<file path="config.mk">
export PLATFORM = sky130hd
export DESIGN_NAME = joystick_axis_conditioner_stepper_flat
export DESIGN_NICKNAME = d
export VERILOG_FILES = /design/src/design/jac_pkg.sv /design/src/design/jac_if.sv /design/src/design/jac_div.sv /design/src/design/jac_step.sv /design/src/design/joystick_axis_conditioner_stepper.sv /design/src/flat_wrapper.sv
export SDC_FILE = /design/constraint.sdc
export NUM_CORES = 1
export LEC_CHECK = 0
export ABC_AREA = 1
export BUFFER_PORTS_ARGS = -buffer_cell sky130_fd_sc_hd__buf_4
export CAP_MARGIN = 40
export CORE_UTILIZATION = 55
export CTS_CLUSTER_SIZE = 25
export DETAILED_ROUTE_END_ITERATION = 6
export GPL_TIMING_DRIVEN = 0
export PLACE_DENSITY = 0.82
export SETUP_SLACK_MARGIN = 0.15
export SLEW_MARGIN = 20
export SYNTH_ARGS = -nofsm -noshare
export SYNTH_HDL_FRONTEND = slang
export SYNTH_SLANG_ARGS = --single-unit
export TNS_END_PERCENT = 20
</file>
<file path="constraint.sdc">
create_clock -name clk -period 8.8 [get_ports clk]
set_input_delay 0.44 -clock clk [delete_from_list [all_inputs] [get_ports clk]]
set_output_delay 0.44 -clock clk [all_outputs]
set_load 0.02 [all_outputs]
</file>
<file path="src/design/jac_pkg.sv">
// shared types and constants of the joystick axis conditioner
package jac_pkg;

	// converter full scale level
	localparam logic [11:0] FullScale = 12'd4095;

	// divider geometry
	localparam int DivBits = 19;
	localparam int DivisorBits = 12;
	localparam int DivCountBits = 5;

	// stepper direction codes
	localparam logic signed [1:0] DirNone = 2'sb00;
	localparam logic signed [1:0] DirUp = 2'sb01;
	localparam logic signed [1:0] DirDown = 2'sb11;

	// register indexes
	localparam logic [2:0] RegCenter = 3'd0;
	localparam logic [2:0] RegInvert = 3'd1;
	localparam logic [2:0] RegDeadzone = 3'd2;
	localparam logic [2:0] RegStepOn = 3'd3;
	localparam logic [2:0] RegStepOff = 3'd4;
	localparam logic [2:0] RegFirstRep = 3'd5;
	localparam logic [2:0] RegRepPeriod = 3'd6;
	localparam logic [2:0] RegNegate = 3'd7;

	// stepper settings
	typedef struct packed {
		logic [6:0]  step_on_pct;
		logic [6:0]  step_off_pct;
		logic [15:0] first_repeat_ms;
		logic [15:0] repeat_period_ms;
		logic        negate_step;
	} jac_step_cfg_t;

	// divider request
	typedef struct packed {
		logic                   start;
		logic [DivBits-1:0]     dividend;
		logic [DivisorBits-1:0] divisor;
	} jac_div_req_t;

	// divider response
	typedef struct packed {
		logic               done;
		logic [DivBits-1:0] quotient;
	} jac_div_rsp_t;

endpackage

</file>
<file path="src/design/jac_if.sv">
// sample and result channel interfaces
interface jac_sample_if;
	logic        valid;
	logic        ready;
	logic [11:0] sample;
	logic [31:0] now_ms;

	modport source(output valid, output sample, output now_ms, input ready);
	modport sink(input valid, input sample, input now_ms, output ready);
endinterface

interface jac_result_if;
	logic              valid;
	logic              ready;
	logic signed [7:0] percent;
	logic signed [1:0] step;

	modport source(output valid, output percent, output step, input ready);
	modport sink(input valid, input percent, input step, output ready);
endinterface

</file>
<file path="src/design/jac_div.sv">
// shared restoring divider, one quotient bit per cycle
module jac_div (
	input  logic                  clk,
	input  logic                  arst_n,
	input  jac_pkg::jac_div_req_t req,
	output jac_pkg::jac_div_rsp_t rsp
);
	import jac_pkg::*;

	logic                    busy_q;
	logic                    done_q;
	logic [DivCountBits-1:0] cnt_q;
	logic [DivisorBits-1:0]  rem_q;
	logic [DivisorBits-1:0]  divisor_q;
	logic [DivBits-1:0]      quo_q;
	logic [DivisorBits:0]    shifted;
	logic                    ge;

	// trial subtract of the shifted partial remainder
	assign shifted = {rem_q, quo_q[DivBits-1]};
	assign ge = shifted >= {1'b0, divisor_q};

	// control
	always_ff @(posedge clk or negedge arst_n) begin
		if (!arst_n) begin
			busy_q <= 1'b0;
			done_q <= 1'b0;
			cnt_q <= '0;
		end else begin
			done_q <= 1'b0;
			if (req.start) begin
				busy_q <= 1'b1;
				cnt_q <= '0;
			end else if (busy_q) begin
				if (cnt_q == DivCountBits'(DivBits - 1)) begin
					busy_q <= 1'b0;
					done_q <= 1'b1;
				end
				cnt_q <= cnt_q + 1'b1;
			end
		end
	end

	// datapath
	always_ff @(posedge clk) begin
		if (req.start) begin
			rem_q <= '0;
			quo_q <= req.dividend;
			divisor_q <= req.divisor;
		end else if (busy_q) begin
			rem_q <= ge ? DivisorBits'(shifted - {1'b0, divisor_q}) : shifted[DivisorBits-1:0];
			quo_q <= {quo_q[DivBits-2:0], ge};
		end
	end

	assign rsp.done = done_q;
	assign rsp.quotient = quo_q;
endmodule

</file>
<file path="src/design/jac_step.sv">
// auto-repeat stepper with on and off hysteresis
module jac_step (
	input  logic                   clk,
	input  logic                   arst_n,
	input  jac_pkg::jac_step_cfg_t cfg,
	input  logic                   fire,
	input  logic [6:0]             mag,
	input  logic                   neg,
	input  logic [31:0]            now_ms,
	output logic signed [1:0]      step
);
	import jac_pkg::*;

	logic signed [1:0] latched_q;
	logic [31:0]       next_q;
	logic signed [1:0] latched_d;
	logic [31:0]       next_d;
	logic signed [1:0] sg;
	logic signed [1:0] st;
	logic [31:0]       elapsed;

	assign sg = (mag == 7'd0) ? DirNone : (neg ? DirDown : DirUp);
	assign elapsed = now_ms - next_q;

	// next state and step of this tick
	always_comb begin
		latched_d = latched_q;
		next_d = next_q;
		st = DirNone;
		if (latched_q == DirNone) begin
			if (mag >= cfg.step_on_pct) begin
				latched_d = sg;
				next_d = now_ms + {16'd0, cfg.first_repeat_ms};
				st = sg;
			end
		end else if (mag < cfg.step_off_pct || sg != latched_q) begin
			latched_d = DirNone;
		end else if (!elapsed[31]) begin
			next_d = now_ms + {16'd0, cfg.repeat_period_ms};
			st = latched_q;
		end
		step = cfg.negate_step ? -st : st;
	end

	// stepper state
	always_ff @(posedge clk or negedge arst_n) begin
		if (!arst_n) begin
			latched_q <= DirNone;
			next_q <= '0;
		end else if (fire) begin
			latched_q <= latched_d;
			next_q <= next_d;
		end
	end
endmodule

</file>
<file path="src/design/joystick_axis_conditioner_stepper.sv">
// One sample at a time. With both divisions running, a sample passes through the
// idle state, the setup state, the first division (a start request, then the
// quotient bits of the shared restoring divider), the deadzone state, the second
// division and the output state. Only one division runs when the level falls
// inside the deadzone, or when the span is empty and the deadzone is zero. With
// an empty span and a nonzero deadzone no division runs. Ready is high only while
// the sequencer is idle. The finished result waits in an output register. The
// sequencer stays in its output state while that register still holds an earlier
// result that is not taken. The next sample is taken once the new result has been
// loaded there. Writing center_level also presets the smoothed average. The user
// must write registers only while no sample is in progress; the block itself
// does not enforce this.
module joystick_axis_conditioner_stepper (
	input  logic                clk,
	input  logic                arst_n,
	jac_sample_if.sink          sample_ch,
	jac_result_if.source        result_ch,
	input  logic                cfg_we,
	input  logic [2:0]          cfg_index,
	input  logic [15:0]         cfg_data
);
	import jac_pkg::*;

	localparam logic [2:0] StIdle = 3'd0;
	localparam logic [2:0] StPct = 3'd1;
	localparam logic [2:0] StDiv1 = 3'd2;
	localparam logic [2:0] StDz = 3'd3;
	localparam logic [2:0] StDiv2 = 3'd4;
	localparam logic [2:0] StOut = 3'd5;

	logic [2:0]        state_q;
	logic [11:0]       center_q;
	logic              invert_q;
	logic [6:0]        deadzone_q;
	jac_step_cfg_t     step_cfg_q;
	logic [11:0]       smooth_q;
	logic [31:0]       now_q;
	logic [6:0]        mag_q;
	logic              neg_q;
	logic              res_valid_q;
	logic signed [7:0] res_pct_q;
	logic signed [1:0] res_step_q;

	logic              accept;
	logic              load_out;
	logic [13:0]       smooth_sum;
	logic [11:0]       lvl;
	logic [11:0]       ctr;
	logic              upper;
	logic [11:0]       diff;
	logic [11:0]       span;
	logic [6:0]        dz;
	logic [6:0]        dz_span;
	logic [6:0]        q_mag;
	logic signed [1:0] step_now;
	jac_div_req_t      div_req;
	jac_div_rsp_t      div_rsp;

	assign accept = sample_ch.valid && sample_ch.ready;
	assign sample_ch.ready = state_q == StIdle;
	assign load_out = (state_q == StOut) && (!res_valid_q || result_ch.ready);

	// 3/4 moving average
	assign smooth_sum = {2'b00, smooth_q} * 14'd3 + {2'b00, sample_ch.sample};

	// level, center and span of the active side
	assign lvl = invert_q ? FullScale - smooth_q : smooth_q;
	assign ctr = invert_q ? FullScale - center_q : center_q;
	assign upper = lvl >= ctr;
	assign diff = upper ? lvl - ctr : ctr - lvl;
	assign span = upper ? FullScale - ctr : ctr;

	// deadzone limited to 99
	assign dz = (deadzone_q > 7'd99) ? 7'd99 : deadzone_q;
	assign dz_span = 7'd100 - dz;

	// quotient clamped to 100
	assign q_mag = (div_rsp.quotient > DivBits'(100)) ? 7'd100 : div_rsp.quotient[6:0];

	// divider requests
	always_comb begin
		div_req.start = 1'b0;
		div_req.dividend = '0;
		div_req.divisor = '0;
		if (state_q == StPct && span != 12'd0) begin
			div_req.start = 1'b1;
			div_req.dividend = {7'd0, diff} * DivBits'(100) + {8'd0, span[11:1]};
			div_req.divisor = span;
		end else if (state_q == StDz && mag_q >= dz) begin
			div_req.start = 1'b1;
			div_req.dividend = {12'd0, mag_q - dz} * DivBits'(100)
				+ {13'd0, dz_span[6:1]};
			div_req.divisor = {5'd0, dz_span};
		end
	end

	jac_div u_div (
		.clk(clk),
		.arst_n(arst_n),
		.req(div_req),
		.rsp(div_rsp)
	);

	jac_step u_step (
		.clk(clk),
		.arst_n(arst_n),
		.cfg(step_cfg_q),
		.fire(load_out),
		.mag(mag_q),
		.neg(neg_q),
		.now_ms(now_q),
		.step(step_now)
	);

	// sequencer
	always_ff @(posedge clk or negedge arst_n) begin
		if (!arst_n) begin
			state_q <= StIdle;
		end else begin
			case (state_q)
				StIdle: if (accept) state_q <= StPct;
				StPct: state_q <= (span != 12'd0) ? StDiv1 : StDz;
				StDiv1: if (div_rsp.done) state_q <= StDz;
				StDz: state_q <= (mag_q >= dz) ? StDiv2 : StOut;
				StDiv2: if (div_rsp.done) state_q <= StOut;
				StOut: if (load_out) state_q <= StIdle;
				default: state_q <= StIdle;
			endcase
		end
	end

	// percentage datapath
	always_ff @(posedge clk) begin
		case (state_q)
			StIdle: if (accept) now_q <= sample_ch.now_ms;
			StPct: begin
				neg_q <= !upper;
				mag_q <= 7'd0;
			end
			StDiv1: if (div_rsp.done) mag_q <= q_mag;
			StDz: if (mag_q < dz) mag_q <= 7'd0;
			StDiv2: if (div_rsp.done) mag_q <= q_mag;
			default: ;
		endcase
	end

	// registers and smoothed average
	always_ff @(posedge clk or negedge arst_n) begin
		if (!arst_n) begin
			center_q <= 12'd2047;
			invert_q <= 1'b0;
			deadzone_q <= 7'd10;
			step_cfg_q.step_on_pct <= 7'd50;
			step_cfg_q.step_off_pct <= 7'd30;
			step_cfg_q.first_repeat_ms <= 16'd300;
			step_cfg_q.repeat_period_ms <= 16'd100;
			step_cfg_q.negate_step <= 1'b0;
			smooth_q <= 12'd2047;
		end else if (cfg_we) begin
			case (cfg_index)
				RegCenter: begin
					center_q <= cfg_data[11:0];
					smooth_q <= cfg_data[11:0];
				end
				RegInvert: invert_q <= cfg_data[0];
				RegDeadzone: deadzone_q <= cfg_data[6:0];
				RegStepOn: step_cfg_q.step_on_pct <= cfg_data[6:0];
				RegStepOff: step_cfg_q.step_off_pct <= cfg_data[6:0];
				RegFirstRep: step_cfg_q.first_repeat_ms <= cfg_data;
				RegRepPeriod: step_cfg_q.repeat_period_ms <= cfg_data;
				RegNegate: step_cfg_q.negate_step <= cfg_data[0];
				default: ;
			endcase
		end else if (accept) begin
			smooth_q <= smooth_sum[13:2];
		end
	end

	// output register
	always_ff @(posedge clk or negedge arst_n) begin
		if (!arst_n) begin
			res_valid_q <= 1'b0;
		end else if (load_out) begin
			res_valid_q <= 1'b1;
		end else if (result_ch.ready) begin
			res_valid_q <= 1'b0;
		end
	end

	always_ff @(posedge clk) begin
		if (load_out) begin
			res_pct_q <= neg_q ? -$signed({1'b0, mag_q}) : $signed({1'b0, mag_q});
			res_step_q <= step_now;
		end
	end

	assign result_ch.valid = res_valid_q;
	assign result_ch.percent = res_pct_q;
	assign result_ch.step = res_step_q;
endmodule

</file>
<file path="src/flat_wrapper.sv">
// flat-port wrapper written by rule: the top's interface ports become plain ports
module joystick_axis_conditioner_stepper_flat import jac_pkg::*;
  (clk, arst_n, cfg_we, cfg_index, cfg_data, sample_ch_valid, sample_ch_sample, sample_ch_now_ms, sample_ch_ready, result_ch_valid, result_ch_percent, result_ch_step, result_ch_ready);
  jac_sample_if sample_ch_i ();
  jac_result_if result_ch_i ();
  input  logic clk;
  input  logic arst_n;
  input  logic cfg_we;
  input  logic [2:0] cfg_index;
  input  logic [15:0] cfg_data;
  input wire logic [$bits(sample_ch_i.valid)-1:0] sample_ch_valid;
  input wire logic [$bits(sample_ch_i.sample)-1:0] sample_ch_sample;
  input wire logic [$bits(sample_ch_i.now_ms)-1:0] sample_ch_now_ms;
  output wire logic [$bits(sample_ch_i.ready)-1:0] sample_ch_ready;
  output wire logic [$bits(result_ch_i.valid)-1:0] result_ch_valid;
  output wire logic [$bits(result_ch_i.percent)-1:0] result_ch_percent;
  output wire logic [$bits(result_ch_i.step)-1:0] result_ch_step;
  input wire logic [$bits(result_ch_i.ready)-1:0] result_ch_ready;
  assign sample_ch_i.valid = sample_ch_valid;
  assign sample_ch_i.sample = sample_ch_sample;
  assign sample_ch_i.now_ms = sample_ch_now_ms;
  assign sample_ch_ready = sample_ch_i.ready;
  assign result_ch_valid = result_ch_i.valid;
  assign result_ch_percent = result_ch_i.percent;
  assign result_ch_step = result_ch_i.step;
  assign result_ch_i.ready = result_ch_ready;
  joystick_axis_conditioner_stepper u_core (.clk(clk), .arst_n(arst_n), .sample_ch(sample_ch_i), .result_ch(result_ch_i), .cfg_we(cfg_we), .cfg_index(cfg_index), .cfg_data(cfg_data));
endmodule
</file>
After elaboration in Yosys (flattened, before gate mapping). Index checks and enable logic that the tools add are counted. W data, S select, Z words.

Add/sub/neg operators: 17. $mul: 3. Reductions and logical operators: 33. Eq/ne operators: 24. Order comparisons: 8. Mux-type cells: 49.

Operator list (count): $mux W32 (6); $mux W12 (8); $add A32 B16 Y32 (2); $mux W19 (2); $sub A12 B12 Y12 (3); $sub A12 B12 Y12 const A (3); $mux W7 (5); $sub A32 B32 Y32 (1); $pmux W7 S3 (1); $mux W2 (10); $reduce_and A2 Y1 (10); $add A19 B11 Y19 (1); $gt A19 B7 Y1 const B (1); $eq A3 B3 Y1 const B (6); $pmux W3 S6 (1); $mul A12 B5 Y17 const B (1); $add A14 B6 Y15 (1); $add A14 B12 Y14 (1); $ge A7 B7 Y1 (2); $lt A7 B7 Y1 (2); $mul A12 B2 Y14 const B (1); $ge A13 B12 Y1 (1); $eq A3 B2 Y1 const B (4); $ge A12 B12 Y1 (1); other kinds (27) (60).

Input port bits: 68. Logic and storage cells: 159. Output and inout port bits: 12. Register bits after elaboration: 217.

Longest topological paths before layout.
Depth in word-level cells: 8. Gate-level depth with buffers: 42. Gate-level depth less buffers: 37.

Cells and area by module. From an unflattened synthesis, not the netlist that was laid out.

Cell total of the unflattened synthesis: 2363. Area total of the unflattened synthesis: 17974.7 um^2.

Modules (own cells, without submodules): joystick_axis_conditioner_stepper (seq. area each 3626.0 um^2, area each 10730.3 um^2, cells each 1337, times used 1); jac_step (seq. area each 850.8 um^2, area each 4381.7 um^2, cells each 662, times used 1); jac_div (seq. area each 1346.3 um^2, area each 2862.7 um^2, cells each 364, times used 1).

Least setup slack after synthesis. No wires, ideal clock.

Path kind: register to register. Start: register u_core.invert_q. End: register u_core.u_div.quo_q[17], data pin. Required time: 8547 ps. Data arrival time: 6332 ps. Slack: 2215 ps. Clock period less this slack: 6585 ps. Library setup time: 253 ps. Cell stages (with the launch flop): 38. Path buffers: 6. Cells stage by stage: dfrtp_1 > buf_6 > buf_2 > buf_1 > xnor2_1 > inv_1 > ha_1 > buf_2 > a21oi_1 > nand3_1 > nand2_1 > nor2_2 > nor2_4 > nand2_8 > buf_8 > buf_2 > o21ai_0 > o221ai_1 > (+2 left out) > ha_1 > ha_1 > inv_1 > fa_1 > inv_1 > ha_1 > a21oi_1 > o21ai_0 > o21bai_1 > nand2_1 > nand2_1 > a21oi_1 > xor2_1 > nand2_1 > nor2_1 > nand3_1 > nand3_1 > nand2_1.

Word-level cells in the longest chain between the ends: 7. Elaborated cells between the ends (all ways): 14. Classes of those cells: add/sub: 4; mul: 1; order compare: 1; mux: 6; reduce/logical: 2.

Ends and longest elaborated chain: start, declared (line joystick_axis_conditioner_stepper.sv:33) `logic invert_q;`; start signal, assigned (line joystick_axis_conditioner_stepper.sv:165) `RegInvert: invert_q <= cfg_data[0];`; $mux W12, on equally long branches (line joystick_axis_conditioner_stepper.sv:68, joystick_axis_conditioner_stepper.sv:67); $sub A12 B12 Y12, or another cell as far along (line joystick_axis_conditioner_stepper.sv:70) `assign diff = upper ? lvl - ctr : ctr - lvl;`; $mux W12, on equally long branches (line joystick_axis_conditioner_stepper.sv:70, joystick_axis_conditioner_stepper.sv:71); $mul A12 B5 Y17 or $reduce_bool A12 Y1 (tied branches) (line joystick_axis_conditioner_stepper.sv:87, joystick_axis_conditioner_stepper.sv:85); $add A19 B11 Y19 or $logic_and A1 B1 Y1 (tied branches) (line joystick_axis_conditioner_stepper.sv:87, joystick_axis_conditioner_stepper.sv:85); $mux W32 (*) (line joystick_axis_conditioner_stepper.sv:85) `if (state_q == StPct && span != 12'd0) begin`; $mux W19 (*) (line jac_div.sv:46) `if (req.start) begin`; end signal, assigned (line jac_div.sv:48) `quo_q <= req.dividend;`; end signal, assigned (line jac_div.sv:52) `quo_q <= {quo_q[DivBits-2:0], ge};`; end, declared (line jac_div.sv:15) `logic [DivBits-1:0] quo_q;`.

Every way passes the cells marked *; elsewhere a longest branch is shown, timed or not. A chain may end at the register's enable or synchronous reset.

Worst setup path after layout. Ends and elaborated chain as after synthesis.

==> results.txt <==
----------------------------------------------------
[Route]
  Wire length after detailed routing ... 39.8 mm
  Detailed Route Iter0 Violations ... 1,004
  DRC violation count after routing ... 0
  Number of detailed-route iterations in the first pass ... 5
  Via count of the routed design ... 14,400
  Routed WL per cell ... 15.4 um
  Via count normalized by instance count ... 5.55
  DRT antenna net count ... 0

[Flow run]
  Max-cap viol count ... 0

[Clock tree]
  Clock Sink Count ... 217
  TritonCTS clock tree ... yes
  Maximum level of the CTS H-tree ... 1
  Resize count post-CTS ... 0
  Count of buffers added by post-CTS timing repair for setup ... 0
  Root Buffer Master ... sky130_fd_sc_hd__clkbuf_16
  Clock-pin slew of the registers on the worst-case setup and hold paths ... 0.06 ns
  Number of CTS-inserted buffers ... 24
  Max Root-Sink Buffers ... 3
  Clock Latency Late Sink ... 0.52 ns

[STA]
  Maximum achievable frequency ... 129 MHz
  Max Slew Vio Count ... 0
  Slew HR ... 0.454
  Final number of hold-violating endpoints ... 0
  TNS Setup ... 0 ns
  Final Skew ... 0.0120 ns
  Slew @ Worst Pin ... 0.817 ns
  Part of the cycle the worst path needs ... 0.882
  Minimum clock period after layout ... 7.76 ns
  Final setup violation count ... 0
  Setup repair after global routing missed its margin ... false

[Critical path]
  Maximum single-stage delay on the critical path ... 0.56 ns
  Signal arrival time at the worst endpoint ... 8.04 ns
  Element type at the critical path start ... register
  Critical path start-end classification ... register to register
  Crit end category ... register
  Slowest-stage cell, CP ... sky130_fd_sc_hd__buf_1
  Critical path data required time ... 9.08 ns
  Cell occurring most often along the worst timing path ... sky130_fd_sc_hd__nand2_1
  Biggest fanout along the worst timing path ... 10
  Worst path top cell family by delay ... buffers and inverters
  Sum of buffers and inverters on the critical path ... 10

[Finish]
  Fill cell total of the finished layout ... 2,472
  Ratio of cells with drive above 1 in the final layout ... 0.0926
  Non-filler cells in the finished layout ... 2,594
  Synthesis-to-finish area growth ... 11.6%
  Final nets ... 2,471
  Final non-filler cell area ... 18,500 sq um
  Antenna fix cells ... 0

[Die]
  Total number of placement rows ... 63
  Die outline width ... 176 um
  Number of top-level design ports ... 80
  Placeable core area ... 29,700 sq um
  Initial standard-cell utilization of the core ... 0.559
  DIE HEIGHT ... 176 um
  Total Die Area ... 30,900 sq um

[Yosys]
  Cell with the most instances after synthesis ... sky130_fd_sc_hd__nand2_1
  Sequential fraction of the synthesis area ... 0.350
  Cell count after synthesis ... 2,077
  Largest cells by area after synthesis ... sky130_fd_sc_hd__edfxtp_1 (15%), sky130_fd_sc_hd__ha_1 (14%), sky130_fd_sc_hd__dfrtp_1 (13%)
  Synth top area share ... 0.146
  Netlist area before placement ... 16,600 sq um
  Post-synth top cells ... sky130_fd_sc_hd__nand2_1 (465), sky130_fd_sc_hd__inv_1 (305), sky130_fd_sc_hd__ha_1 (190)
  Post-synth cell types ... 61
  Number of synthesized flops with an enable pin ... 81
  Fraction of registers with async set or reset after synthesis ... 0.571
  Flop and latch count out of synthesis ... 217
  Synth Flop Type ... sky130_fd_sc_hd__dfrtp_1
  Most area-hungry cell type in the Yosys netlist ... sky130_fd_sc_hd__edfxtp_1
  Per-instance average area after synthesis ... 8.00 sq um
  Yosys warnings ... 0
  Post-Syn Nets ... 2,362

[Global routing]
  Maximum number of pins on one net before global-route repair ... 78
  All-layer global routing usage ... 0.263
  Global route hottest layer ... met2
  Global-route wire length before repair ... 66.8 mm
  Antenna violations before repair ... 0
  Number of global-route vias before repair ... 14,200
  GR met1 Demand/Resource ... 0.346
  GRT met3 Usage ... 0.0312
  GRT met2 Usage ... 0.454
  Global route total overflow ... 0

[Placement]
  Number of buffers added on ports ... 78
  Final weighted congestion in routability-driven placement ... 0.958
  Instance area after placement ... 17,700 sq um
  Detailed placer's ending HPWL ... 31.8 mm
  Placed insts ... 2,547

[Worst hold path]
  Worst hold path class ... input pin to register

[Status]
  Outcome ... finished, final reports clean

----------------------------------------------------
[metal layers]
metal	part of all wire	wire length, um
met1	0.44	17600
met2	0.47	18800
met3	0.059	2360
met4	0.028	1100
met5	0	0
[final cells by class]
type,instances,area [sq um],area share
timing repair buffer,83,659,0.0356
clock inverter,10,75.1,0.00405
inverter,311,1170,0.0631
buffer,43,210,0.0113
multi-input combinational,1506,9420,0.508
sequential,217,5820,0.314
clock buffer,34,699,0.0377
tap,390,488,0.0263
[cell usage in the layout, fill, tap and decap left out, types with 5 or more instances in the layout]
cell / instances
sky130_fd_sc_hd__or2_2: 10
sky130_fd_sc_hd__o211ai_1: 6
sky130_fd_sc_hd__nand3b_1: 5
sky130_fd_sc_hd__nor4_1: 5
sky130_fd_sc_hd__clkbuf_16: 25
sky130_fd_sc_hd__xor2_1: 74
sky130_fd_sc_hd__xnor2_1: 55
sky130_fd_sc_hd__ha_1: 190
sky130_fd_sc_hd__dfxtp_1: 12
sky130_fd_sc_hd__fa_1: 27
sky130_fd_sc_hd__buf_4: 80
sky130_fd_sc_hd__nor3_1: 29
sky130_fd_sc_hd__inv_1: 305
sky130_fd_sc_hd__dfrtp_1: 86
sky130_fd_sc_hd__buf_2: 7
sky130_fd_sc_hd__clkinv_1: 6
sky130_fd_sc_hd__nor2_1: 119
sky130_fd_sc_hd__o21ai_0: 188
sky130_fd_sc_hd__clkbuf_1: 34
sky130_fd_sc_hd__nand2_2: 5
sky130_fd_sc_hd__dfstp_2: 38
sky130_fd_sc_hd__a31oi_1: 6
sky130_fd_sc_hd__nand4_1: 16
sky130_fd_sc_hd__nand2_1: 465
sky130_fd_sc_hd__nand3_1: 85
sky130_fd_sc_hd__a21oi_1: 156
sky130_fd_sc_hd__o21bai_1: 13
sky130_fd_sc_hd__edfxtp_1: 81
[repair_timing]
item,4_1_cts,5_1_grt
setup endpoints to repair,0,0
hold buffers,1,0
endpoints found under the hold margin,45,0
[state kept, by name (all words and copies together) (netlist names), 5 cells and up]
signal / count
u_core.deadzone_q: 7
u_core.mag_q: 7
u_core.u_div.rem_q: 12
u_core.center_q: 12
u_core.smooth_q: 12
u_core.u_div.divisor_q: 12
u_core.u_div.quo_q: 19
u_core.u_step.next_q: 32
u_core.result_ch.percent: 8
u_core.step_cfg_q: 47
u_core.now_q: 32
u_core.u_div.cnt_q: 5
[kinds of logic after synthesis]
group,count (synthesis),synth area share
fa+ha+maj,217,0.176
buf+inv,354,0.0831
simple gates,757,0.191
flops,217,0.350
compound gates,400,0.129
mux,2,0.00120
xor+xnor,130,0.0690
[worst reg2reg max path, delay by kind of cell (launching register included)]
kind	cells	cell delay, ns
buf+inv	10	1.88
fa+ha+maj	5	1.78
compound gates	7	1.45
simple gates	12	1.16
xor+xnor	3	0.91
flops	1	0.36
[stage by stage]
stage / worst slack, ns / util / hold WS, ns
after floorplan: 2.21 / - / 0.144
after global placement: 1.22 / 0.595 / 0.466
after detailed placement: 1.04 / 0.597 / 0.421
after CTS: 1.02 / 0.624 / 0.0790
after global routing: 0.324 / 0.624 / 0.0740
final: 1.04 / 0.624 / 0.0935
[path summary, 6_finish.rpt]
check                           depth (start not counted)                                    to                                 start  slack (ns)
worst max-delay path                                   37      u_core.u_div.quo_q[17]$_DFFE_PP_           u_core.invert_q$_DFFE_PN0P_        1.04
worst min-delay path                                    1             u_core.now_q[2]$_DFFE_PP_                   sample_ch_now_ms[2]        0.09
worst max register to register                         37      u_core.u_div.quo_q[17]$_DFFE_PP_           u_core.invert_q$_DFFE_PN0P_        1.04
worst min register to register                          2  u_core.u_step.next_q[29]$_DFFE_PN0P_  u_core.u_step.next_q[29]$_DFFE_PN0P_        0.48
max in group asynchronous                               3     u_core.step_cfg_q[19]$_DFFE_PN1P_                                arst_n        7.60
min in group asynchronous                               2   u_core.u_step.next_q[8]$_DFFE_PN0P_                                arst_n        0.44
Power is left out: the tool's default activity adds up to more than one toggle a clock period on the data nets, which glitch-free logic cannot reach.
